===== config.mk =====
export PLATFORM = sky130hd
export DESIGN_NAME = line_follow_pid_motor_mixer_core
export DESIGN_NICKNAME = d
export VERILOG_FILES = /design/src/design/lfpid_pkg.sv /design/src/design/line_follow_pid_motor_mixer_core.sv
export SDC_FILE = /design/constraint.sdc
export NUM_CORES = 2
export LEC_CHECK = 0
export BUFFER_PORTS_ARGS = -buffer_cell sky130_fd_sc_hd__buf_2
export CAP_MARGIN = 20
export CORE_MARGIN = 1.5
export CORE_UTILIZATION = 40
export CTS_CLUSTER_SIZE = 40
export DETAILED_ROUTE_END_ITERATION = 16
export PLACE_DENSITY = 0.56
export SLEW_MARGIN = 20
export SYNTH_ARGS = -nofsm -noshare
export SYNTH_HDL_FRONTEND = slang
export SYNTH_SLANG_ARGS = --single-unit

===== constraint.sdc =====
create_clock -name clk -period 11.8 [get_ports clk]
set_input_delay 1.18 -clock clk [delete_from_list [all_inputs] [get_ports clk]]
set_output_delay 1.18 -clock clk [all_outputs]
set_load 0.02 [all_outputs]

===== src/design/lfpid_pkg.sv =====
// ---------------------------------------------------------------------------
// lfpid_pkg
// shared widths, register indexes, drive mode codes and fixed spin duties
// ---------------------------------------------------------------------------
package lfpid_pkg;

  localparam int CFG_IDX_W  = 3;
  localparam int CFG_DATA_W = 16;

  localparam int SPEED_W = 13;
  localparam int GAIN_W  = 16;
  localparam int WGT_W   = 4;
  localparam int ERR_W   = 5;
  localparam int ACC_W   = 32;
  localparam int DUTY_W  = 13;
  localparam int FUNC_W  = 2;

  localparam int IN_TDATA_W  = 8;
  localparam int OUT_TDATA_W = 64;

  localparam logic [CFG_IDX_W-1:0] REG_PRESET_SPEED = 3'd0;
  localparam logic [CFG_IDX_W-1:0] REG_PROP_GAIN    = 3'd1;
  localparam logic [CFG_IDX_W-1:0] REG_INTEG_GAIN   = 3'd2;
  localparam logic [CFG_IDX_W-1:0] REG_DERIV_GAIN   = 3'd3;
  localparam logic [CFG_IDX_W-1:0] REG_OUTER_WEIGHT = 3'd4;
  localparam logic [CFG_IDX_W-1:0] REG_INNER_WEIGHT = 3'd5;
  localparam logic [CFG_IDX_W-1:0] REG_SLOW_GAIN    = 3'd6;

  localparam logic [FUNC_W-1:0] FUNC_FOLLOW = 2'd0;
  localparam logic [FUNC_W-1:0] FUNC_STOP   = 2'd1;
  localparam logic [FUNC_W-1:0] FUNC_SPIN   = 2'd2;

  localparam logic [SPEED_W-1:0] PRESET_SPEED_RST = 13'd3000;
  localparam logic [GAIN_W-1:0]  PROP_GAIN_RST    = 16'd1500;
  localparam logic [GAIN_W-1:0]  INTEG_GAIN_RST   = 16'd1;
  localparam logic [GAIN_W-1:0]  DERIV_GAIN_RST   = 16'd4000;
  localparam logic [WGT_W-1:0]   OUTER_WEIGHT_RST = 4'd3;
  localparam logic [WGT_W-1:0]   INNER_WEIGHT_RST = 4'd1;
  localparam logic [WGT_W-1:0]   SLOW_GAIN_RST    = 4'd1;

  localparam int SPIN_LEFT_DUTY  = 2500;
  localparam int SPIN_RIGHT_DUTY = 3500;

endpackage


===== src/design/line_follow_pid_motor_mixer_core.sv =====
// ---------------------------------------------------------------------------
// line_follow_pid_motor_mixer_core
// incremental pid on a line-sensor error, mixed into two pwm drive sides
// ---------------------------------------------------------------------------
// One request is taken when the block is idle; it steps through the sequencer
// states, and in the mix state its result is loaded into the output register
// once the output is free, after which the block returns to idle. The work is
// done on a single shared 17 x 33 bit signed multiplier, registered at its
// output, which forms the three gain products of the pid update and then the
// slow-down product for the base speed under a small sequencer. A finished
// result waits in the output register, so the next request is accepted while
// it is still pending downstream.
// ---------------------------------------------------------------------------
module line_follow_pid_motor_mixer_core
  import lfpid_pkg::*;
#(
  parameter int PWM_LIMIT = 7199
) (
  input  logic                   clk,
  input  logic                   rst,
  input  logic                   s_axis_tvalid,
  output logic                   s_axis_tready,
  // left_outer, left_inner, right_inner, right_outer, func[1:0], zero pad
  input  logic [IN_TDATA_W-1:0]  s_axis_tdata,
  output logic                   m_axis_tvalid,
  input  logic                   m_axis_tready,
  // left_enable, left_forward, left_duty[12:0], right_enable, right_forward,
  // right_duty[12:0], drive_value[31:0], zero pad
  output logic [OUT_TDATA_W-1:0] m_axis_tdata,
  input  logic                   cfg_valid,
  output logic                   cfg_ready,
  input  logic [CFG_IDX_W-1:0]   cfg_index,
  input  logic [CFG_DATA_W-1:0]  cfg_data
);

  localparam int SUM_W = 35;
  localparam int MA_W  = 17;
  localparam int MB_W  = 33;
  localparam int PR_W  = MA_W + MB_W;
  localparam int MIX_W = 34;
  localparam int SIDE_W = DUTY_W + 2;

  localparam logic [31:0] SPIN_L_LIM =
    (PWM_LIMIT < SPIN_LEFT_DUTY) ? 32'(PWM_LIMIT) : 32'(SPIN_LEFT_DUTY);
  localparam logic [31:0] SPIN_R_LIM =
    (PWM_LIMIT < SPIN_RIGHT_DUTY) ? 32'(PWM_LIMIT) : 32'(SPIN_RIGHT_DUTY);

  localparam logic [3:0] S_IDLE  = 4'd0;
  localparam logic [3:0] S_MUL_P = 4'd1;
  localparam logic [3:0] S_MUL_I = 4'd2;
  localparam logic [3:0] S_MUL_D = 4'd3;
  localparam logic [3:0] S_ADD_D = 4'd4;
  localparam logic [3:0] S_SAT   = 4'd5;
  localparam logic [3:0] S_MUL_S = 4'd6;
  localparam logic [3:0] S_BASE  = 4'd7;
  localparam logic [3:0] S_MIX   = 4'd8;

  logic [3:0] state;
  logic [3:0] state_next;

  logic [SPEED_W-1:0] preset_speed;
  logic [GAIN_W-1:0]  prop_gain;
  logic [GAIN_W-1:0]  integ_gain;
  logic [GAIN_W-1:0]  deriv_gain;
  logic [WGT_W-1:0]   outer_weight;
  logic [WGT_W-1:0]   inner_weight;
  logic [WGT_W-1:0]   slow_gain;

  logic signed [ERR_W-1:0] error_now;
  logic signed [ERR_W-1:0] error_prev;
  logic signed [ERR_W-1:0] error_prev2;
  logic signed [ACC_W-1:0] drive_acc;

  logic [FUNC_W-1:0]       func_q;
  logic signed [SUM_W-1:0] sum;
  logic signed [PR_W-1:0]  prod;
  logic [ACC_W-1:0]        mag;
  logic [SPEED_W-1:0]      base;

  logic                    in_fire;
  logic                    out_free;
  logic                    out_load;
  logic                    lo, li, ri, ro;
  logic [FUNC_W-1:0]       in_func;
  logic signed [ERR_W-1:0] err_new;
  logic signed [ERR_W-1:0] w_outer;
  logic signed [ERR_W-1:0] w_inner;
  logic signed [7:0]       d1;
  logic signed [7:0]       d2;
  logic signed [MA_W-1:0]  mul_a;
  logic signed [MB_W-1:0]  mul_b;
  logic signed [SUM_W-1:0] prod_sum;
  logic signed [ACC_W-1:0] acc_sat;
  logic signed [ACC_W:0]   acc_ext;
  logic signed [ACC_W:0]   acc_neg;
  logic signed [MIX_W-1:0] base_s;
  logic signed [MIX_W-1:0] acc_s;
  logic [SIDE_W-1:0]       left_side;
  logic [SIDE_W-1:0]       right_side;
  logic                    left_enable, left_forward, right_enable, right_forward;
  logic [DUTY_W-1:0]       left_duty, right_duty;

  // returns {enable, forward, duty} for one side after the pwm clamp
  function automatic logic [SIDE_W-1:0] mix_side(input logic signed [MIX_W-1:0] v);
    logic signed [MIX_W-1:0] lim;
    logic signed [MIX_W-1:0] c;
    logic signed [MIX_W-1:0] n;
    lim = $signed(MIX_W'(PWM_LIMIT));
    if (v > lim) begin
      c = lim;
    end else if (v < -lim) begin
      c = -lim;
    end else begin
      c = v;
    end
    n = -c;
    if (c > 0) begin
      mix_side = {1'b1, 1'b1, c[DUTY_W-1:0]};
    end else begin
      mix_side = {1'b1, 1'b0, n[DUTY_W-1:0]};
    end
  endfunction

  assign cfg_ready     = 1'b1;
  assign s_axis_tready = (state == S_IDLE);
  assign in_fire       = s_axis_tvalid && s_axis_tready;
  assign out_free      = !m_axis_tvalid || m_axis_tready;
  assign out_load      = (state == S_MIX) && out_free;

  assign lo      = s_axis_tdata[0];
  assign li      = s_axis_tdata[1];
  assign ri      = s_axis_tdata[2];
  assign ro      = s_axis_tdata[3];
  assign in_func = s_axis_tdata[5:4];

  // both inner sensors on the line: steer on the outer pair; otherwise on the inner pair
  always_comb begin
    w_outer = $signed({1'b0, outer_weight});
    w_inner = $signed({1'b0, inner_weight});
    if (li && ri) begin
      if (lo && !ro) begin
        err_new = w_outer;
      end else if (!lo && ro) begin
        err_new = -w_outer;
      end else begin
        err_new = '0;
      end
    end else begin
      if (li && !ri) begin
        err_new = w_inner;
      end else if (!li && ri) begin
        err_new = -w_inner;
      end else begin
        err_new = '0;
      end
    end
  end

  assign d1 = 8'(error_now) - 8'(error_prev);
  assign d2 = 8'(error_now) - (8'(error_prev) <<< 1) + 8'(error_prev2);

  always_comb begin
    mul_a = '0;
    mul_b = '0;
    case (state)
      S_MUL_P: begin
        mul_a = $signed({1'b0, prop_gain});
        mul_b = MB_W'(d1);
      end
      S_MUL_I: begin
        mul_a = $signed({1'b0, integ_gain});
        mul_b = MB_W'(error_now);
      end
      S_MUL_D: begin
        mul_a = $signed({1'b0, deriv_gain});
        mul_b = MB_W'(d2);
      end
      S_MUL_S: begin
        mul_a = $signed(MA_W'(slow_gain));
        mul_b = $signed({1'b0, mag});
      end
      default: begin
        mul_a = '0;
        mul_b = '0;
      end
    endcase
  end

  assign prod_sum = prod[SUM_W-1:0];

  always_comb begin
    if (sum > $signed(SUM_W'(32'h7FFF_FFFF))) begin
      acc_sat = 32'sh7FFF_FFFF;
    end else if (sum < $signed({{(SUM_W-31){1'b1}}, 31'b0})) begin
      acc_sat = $signed({1'b1, 31'b0});
    end else begin
      acc_sat = sum[ACC_W-1:0];
    end
  end

  assign acc_ext = (ACC_W+1)'(acc_sat);
  assign acc_neg = -acc_ext;

  assign base_s     = $signed(MIX_W'(base));
  assign acc_s      = MIX_W'(drive_acc);
  assign left_side  = mix_side(base_s + acc_s);
  assign right_side = mix_side(base_s - acc_s);

  always_comb begin
    case (func_q)
      FUNC_FOLLOW: begin
        {left_enable, left_forward, left_duty}    = left_side;
        {right_enable, right_forward, right_duty} = right_side;
      end
      FUNC_SPIN: begin
        left_enable   = 1'b1;
        left_forward  = 1'b0;
        left_duty     = SPIN_L_LIM[DUTY_W-1:0];
        right_enable  = 1'b1;
        right_forward = 1'b1;
        right_duty    = SPIN_R_LIM[DUTY_W-1:0];
      end
      default: begin
        left_enable   = 1'b0;
        left_forward  = 1'b0;
        left_duty     = '0;
        right_enable  = 1'b0;
        right_forward = 1'b0;
        right_duty    = '0;
      end
    endcase
  end

  always_comb begin
    state_next = state;
    unique case (state)
      S_IDLE:  if (in_fire) state_next = S_MUL_P;
      S_MUL_P: state_next = S_MUL_I;
      S_MUL_I: state_next = S_MUL_D;
      S_MUL_D: state_next = S_ADD_D;
      S_ADD_D: state_next = S_SAT;
      S_SAT:   state_next = S_MUL_S;
      S_MUL_S: state_next = S_BASE;
      S_BASE:  state_next = S_MIX;
      S_MIX:   if (out_free) state_next = S_IDLE;
      default: state_next = S_IDLE;
    endcase
  end

  always_ff @(posedge clk) begin
    if (rst) begin
      state         <= S_IDLE;
      m_axis_tvalid <= 1'b0;
      preset_speed  <= PRESET_SPEED_RST;
      prop_gain     <= PROP_GAIN_RST;
      integ_gain    <= INTEG_GAIN_RST;
      deriv_gain    <= DERIV_GAIN_RST;
      outer_weight  <= OUTER_WEIGHT_RST;
      inner_weight  <= INNER_WEIGHT_RST;
      slow_gain     <= SLOW_GAIN_RST;
      error_now     <= '0;
      error_prev    <= '0;
      error_prev2   <= '0;
      drive_acc     <= '0;
    end else begin
      state <= state_next;
      if (cfg_valid && cfg_ready) begin
        unique case (cfg_index)
          REG_PRESET_SPEED: preset_speed <= cfg_data[SPEED_W-1:0];
          REG_PROP_GAIN:    prop_gain    <= cfg_data[GAIN_W-1:0];
          REG_INTEG_GAIN:   integ_gain   <= cfg_data[GAIN_W-1:0];
          REG_DERIV_GAIN:   deriv_gain   <= cfg_data[GAIN_W-1:0];
          REG_OUTER_WEIGHT: outer_weight <= cfg_data[WGT_W-1:0];
          REG_INNER_WEIGHT: inner_weight <= cfg_data[WGT_W-1:0];
          REG_SLOW_GAIN:    slow_gain    <= cfg_data[WGT_W-1:0];
          default: ;
        endcase
      end
      if (in_fire) begin
        error_prev2 <= error_prev;
        error_prev  <= error_now;
        error_now   <= err_new;
      end
      if (state == S_SAT) begin
        drive_acc <= acc_sat;
      end
      if (out_load) begin
        m_axis_tvalid <= 1'b1;
      end else if (m_axis_tready) begin
        m_axis_tvalid <= 1'b0;
      end
    end
  end

  always_ff @(posedge clk) begin
    prod <= mul_a * mul_b;
    if (in_fire) begin
      func_q <= in_func;
      sum    <= SUM_W'(drive_acc);
    end
    if (state == S_MUL_I || state == S_MUL_D || state == S_ADD_D) begin
      sum <= sum + prod_sum;
    end
    if (state == S_SAT) begin
      mag <= acc_ext[ACC_W] ? acc_neg[ACC_W-1:0] : acc_ext[ACC_W-1:0];
    end
    if (state == S_BASE) begin
      if (prod > $signed(PR_W'(preset_speed))) begin
        base <= '0;
      end else begin
        base <= preset_speed - prod[SPEED_W-1:0];
      end
    end
    if (out_load) begin
      m_axis_tdata <= {2'b00, drive_acc,
                       right_duty, right_forward, right_enable,
                       left_duty, left_forward, left_enable};
    end
  end

  a_accept_starts: assert property (@(posedge clk) disable iff (rst)
    in_fire |=> (state == S_MUL_P))
    else $error("accepted request did not start the pid sequence");

  a_drive_out: assert property (@(posedge clk) disable iff (rst)
    out_load |=> (m_axis_tdata[61:30] == $past(drive_acc)))
    else $error("drive value in result differs from accumulator");

  a_stop_zero: assert property (@(posedge clk) disable iff (rst)
    (out_load && func_q == FUNC_STOP) |=> (m_axis_tdata[29:0] == '0))
    else $error("stop mode result drives a bridge");

endmodule

==> flow_metrics.py <==
metrics = {
    "outcome": {
        "status": "finished, final reports clean",
    },
    "worst_setup_path": {
        "critPathLaunch": "error_now[2]",
        "regToRegSetupSlack_ps": 1130,
        "rr_startpoint": "error_now[2]",
        "worst-path-max-fanout": 20,
        "required_ps": 12320,
        "worst_setup_path_start_kind": "register",
        "path_class": "register to register",
        "crit_path_top_delay_cell": "nor2_2",
        "endpoint_kind": "register",
        "slowest_delay_ps": 660,
        "cp.arrival_ps": 11190,
    },
    "power": {
        "total_power_mw": 4.66,
        "leakage_nw": 19.0,
        "peakVddDrop_mv": 0.0907,
        "power_density_mw_per_mm2": 115,
    },
    "clocking": {
        "clockBufferDepth": 3,
        "ctsResizeCount": 0,
        "clkTransAtPathRegs_ps": 60,
        "clock-root-buffer": "clkbuf_16",
        "post_cts_buffers": 0,
        "clk_latency_ps": 590,
        "postCtsHoldBufs": 0,
        "cts.sinks": 318,
        "numCtsBuffers": 42,
        "cts_tree": "built",
        "htreeDepth": 2,
    },
    "die": {
        "die-height_um": 308,
        "fp.coreArea_mm2": 0.0919,
        "pin_count": 99,
        "initial_core_util_pct": 40.5,
        "rows": 111,
        "dieArea_mm2": 0.0949,
        "die_w_um": 308,
    },
    "timing": {
        "totalNegativeSetupSlack_ps": 0,
        "period_minus_slack_ps": 10670,
        "whs_ps": 451,
        "finalSetupViolations": 0,
        "final.setup_skew_ps": 14.2,
        "slew_headroom_pct": 26.8,
        "finalHoldViolCount": 0,
        "drv_slew": 0,
        "finalCritPeriodShare_pct": 90.5,
        "fmax_ghz": 0.0937,
        "rsz0062_at_grt": "false",
        "worst-slew-pin-transition_ps": 1100,
    },
    "cells_and_area": {
        "layout_common_cells": "822 x inv_1, 573 x nand2_1, 513 x fa_1, 333 x nor2_1, 229 x a21oi_1",
        "seq_area_mm2": 0.00780,
        "stdcell_count": 5614,
        "antenna_cells": 0,
        "layout_commonest_cell": "inv_1",
        "drive_above_1_share_pct": 6.59,
        "syn2layout_area_growth_pct": 8.74,
        "multi_input_area_mm2": 0.0256,
        "fillers": 9268,
        "final_nets": 5106,
    },
    "placement": {
        "hpwl_mm": 82.0,
        "gp_congestion": 0.898,
        "placedCellCount": 5537,
        "port_buffers": 93,
    },
    "global_route": {
        "grt_pass1_vias": 30100,
        "grt_pass1_wl_mm": 168,
        "grt_max_degree": 90,
        "grt_use_total_pct": 22.6,
        "overflow": 0,
        "antenna_found_initial": 1,
    },
    "synthesis": {
        "synth-main-ff-cell": "dfxtp_1",
        "synth_cell_types": 93,
        "synth_enable_flop_cells": 143,
        "seq_area_frac_synth_pct": 21.0,
        "syn_inst": 4339,
        "syn_area_per_cell_um2": 8.58,
        "synthArstFlopShare_pct": 0,
        "yosysWarnings": 0,
        "netlist_area_mm2": 0.0372,
        "ys_ff_latch": 318,
    },
    "route": {
        "dr.pass1.iters": 6,
        "ant_nets": 0,
        "vias": 29300,
        "viasPerCell": 5.22,
        "routed_wl_mm": 105,
        "drt_iter0_markers": 1997,
        "drc_errors": 0,
        "wl_per_cell_um": 18.7,
    },
    "hold_path": {
        "hp-class": "register to register",
        "hp-start": "prop_gain[5]",
    },
    "flow_run": {
        "max_cap_violations": 0,
    },
}
[layer usage]
layer | track usage (%) | vias to the layer above | wire length [um]
li1 | - | 13900 | -
met1 | 31.2 | 14600 | 48300
met2 | 37.6 | 653 | 48900
met3 | 3.07 | 123 | 5310
met4 | 5.51 | 0 | 2350
met5 | 0 | - | 0
[where the power goes]
part	leakage, nW	switching, mW	internal [mW]
combinational	15.5	1.16	0.682
clock	0.717	0.545	0.831
sequential	2.77	0.140	1.30
total	19.0	1.85	2.81
[sequential cells by signal, summed over array words and instances (netlist names), 2 cells and up]
register / cells
base: 13
inner_weight: 4
error_prev2: 5
sum: 35
func_q: 2
m_axis_tdata: 61
preset_speed: 13
drive_acc: 32
outer_weight: 4
error_prev: 5
mag: 32
state: 4
prod: 50
deriv_gain: 16
prop_gain: 16
error_now: 5
slow_gain: 4
integ_gain: 16
[final timing paths]
check            endpoint  cells past startpoint
max              prod[40]                     38
min          prop_gain[5]                      2
max reg2reg      prod[40]                     38
min reg2reg  prop_gain[5]                      2
[synthesized netlist by cell type, types with 9 or more instances]
library cell	count	share of area (%)
inv_1	822	8.3
or4_1	10	0.20
xnor2_1	85	2.0
nand2_1	575	5.8
or2_2	14	0.24
o21a_1	17	0.34
fa_1	513	28
or3_1	17	0.29
nor3b_1	12	0.24
nand4_1	37	0.62
ha_1	223	7.5
nor2_1	339	3.4
a22o_1	10	0.24
mux2i_1	24	0.65
a211oi_1	36	0.73
mux2_2	16	0.48
o211ai_1	24	0.48
nor2b_1	38	0.64
dfxtp_1	175	9.4
nor3_1	72	0.97
and3_1	21	0.35
a31oi_1	23	0.39
xor2_1	71	1.7
and2_1	28	0.47
edfxtp_1	143	12
o31ai_1	24	0.48
a211o_1	16	0.38
a21o_1	52	1.0
nor4_1	36	0.61
nand3_1	67	0.90
o21ai_0	150	2.0
a22oi_1	14	0.28
o21bai_1	9	0.18
a21oi_1	233	3.1
clkbuf_1	177	1.8
nand2b_1	42	0.71
a221oi_1	10	0.24
[final cells by class]
| type | count | share of cell area, % |
|---|---|---|
| flip-flops and latches | 318 | 19.3 |
| well taps | 1243 | 3.84 |
| repair buffers | 151 | 2.26 |
| inverters | 825 | 7.65 |
| clock inverters | 23 | 0.785 |
| multi-input cells | 3000 | 63.3 |
| clock buffers | 54 | 2.86 |
[critical path, delay by kind of cell, from the launching register on]
| kind | cells | cell delay [ps] |
|---|---|---|
| AO/OA/AOI/OAI | 12 | 2790 |
| AND/OR/NAND/NOR | 9 | 2360 |
| flip-flops | 1 | 390 |
| adder cells (fa/ha/maj) | 9 | 4220 |
| buffers and inverters | 8 | 830 |
[logic make-up (layout without fill, tap and decap cells)]
family / after synthesis / count (layout) / synth area share (%)
adder cells (fa/ha/maj): 736 / 736 / 35.1
buffers and inverters: 1022 / 1053 / 10.4
XOR/XNOR: 156 / 156 / 3.67
AO/OA/AOI/OAI: 721 / 721 / 12.4
other: 2 / 3 / 0.0202
flip-flops: 318 / 318 / 21.0
multiplexers: 40 / 40 / 1.13
AND/OR/NAND/NOR: 1344 / 1344 / 16.3
[stage by stage]
stage	cell area, um2	utilization [%]	worst slack [ps]
after detailed placement	39000	42.4	1120
after global routing	40500	44.0	280
final	40500	44.0	1130
after global placement	39000	42.4	1210
after CTS	40500	44.0	1100
after floorplan	37200	-	2840
Note: power is estimated with default switching activity, not from simulation.
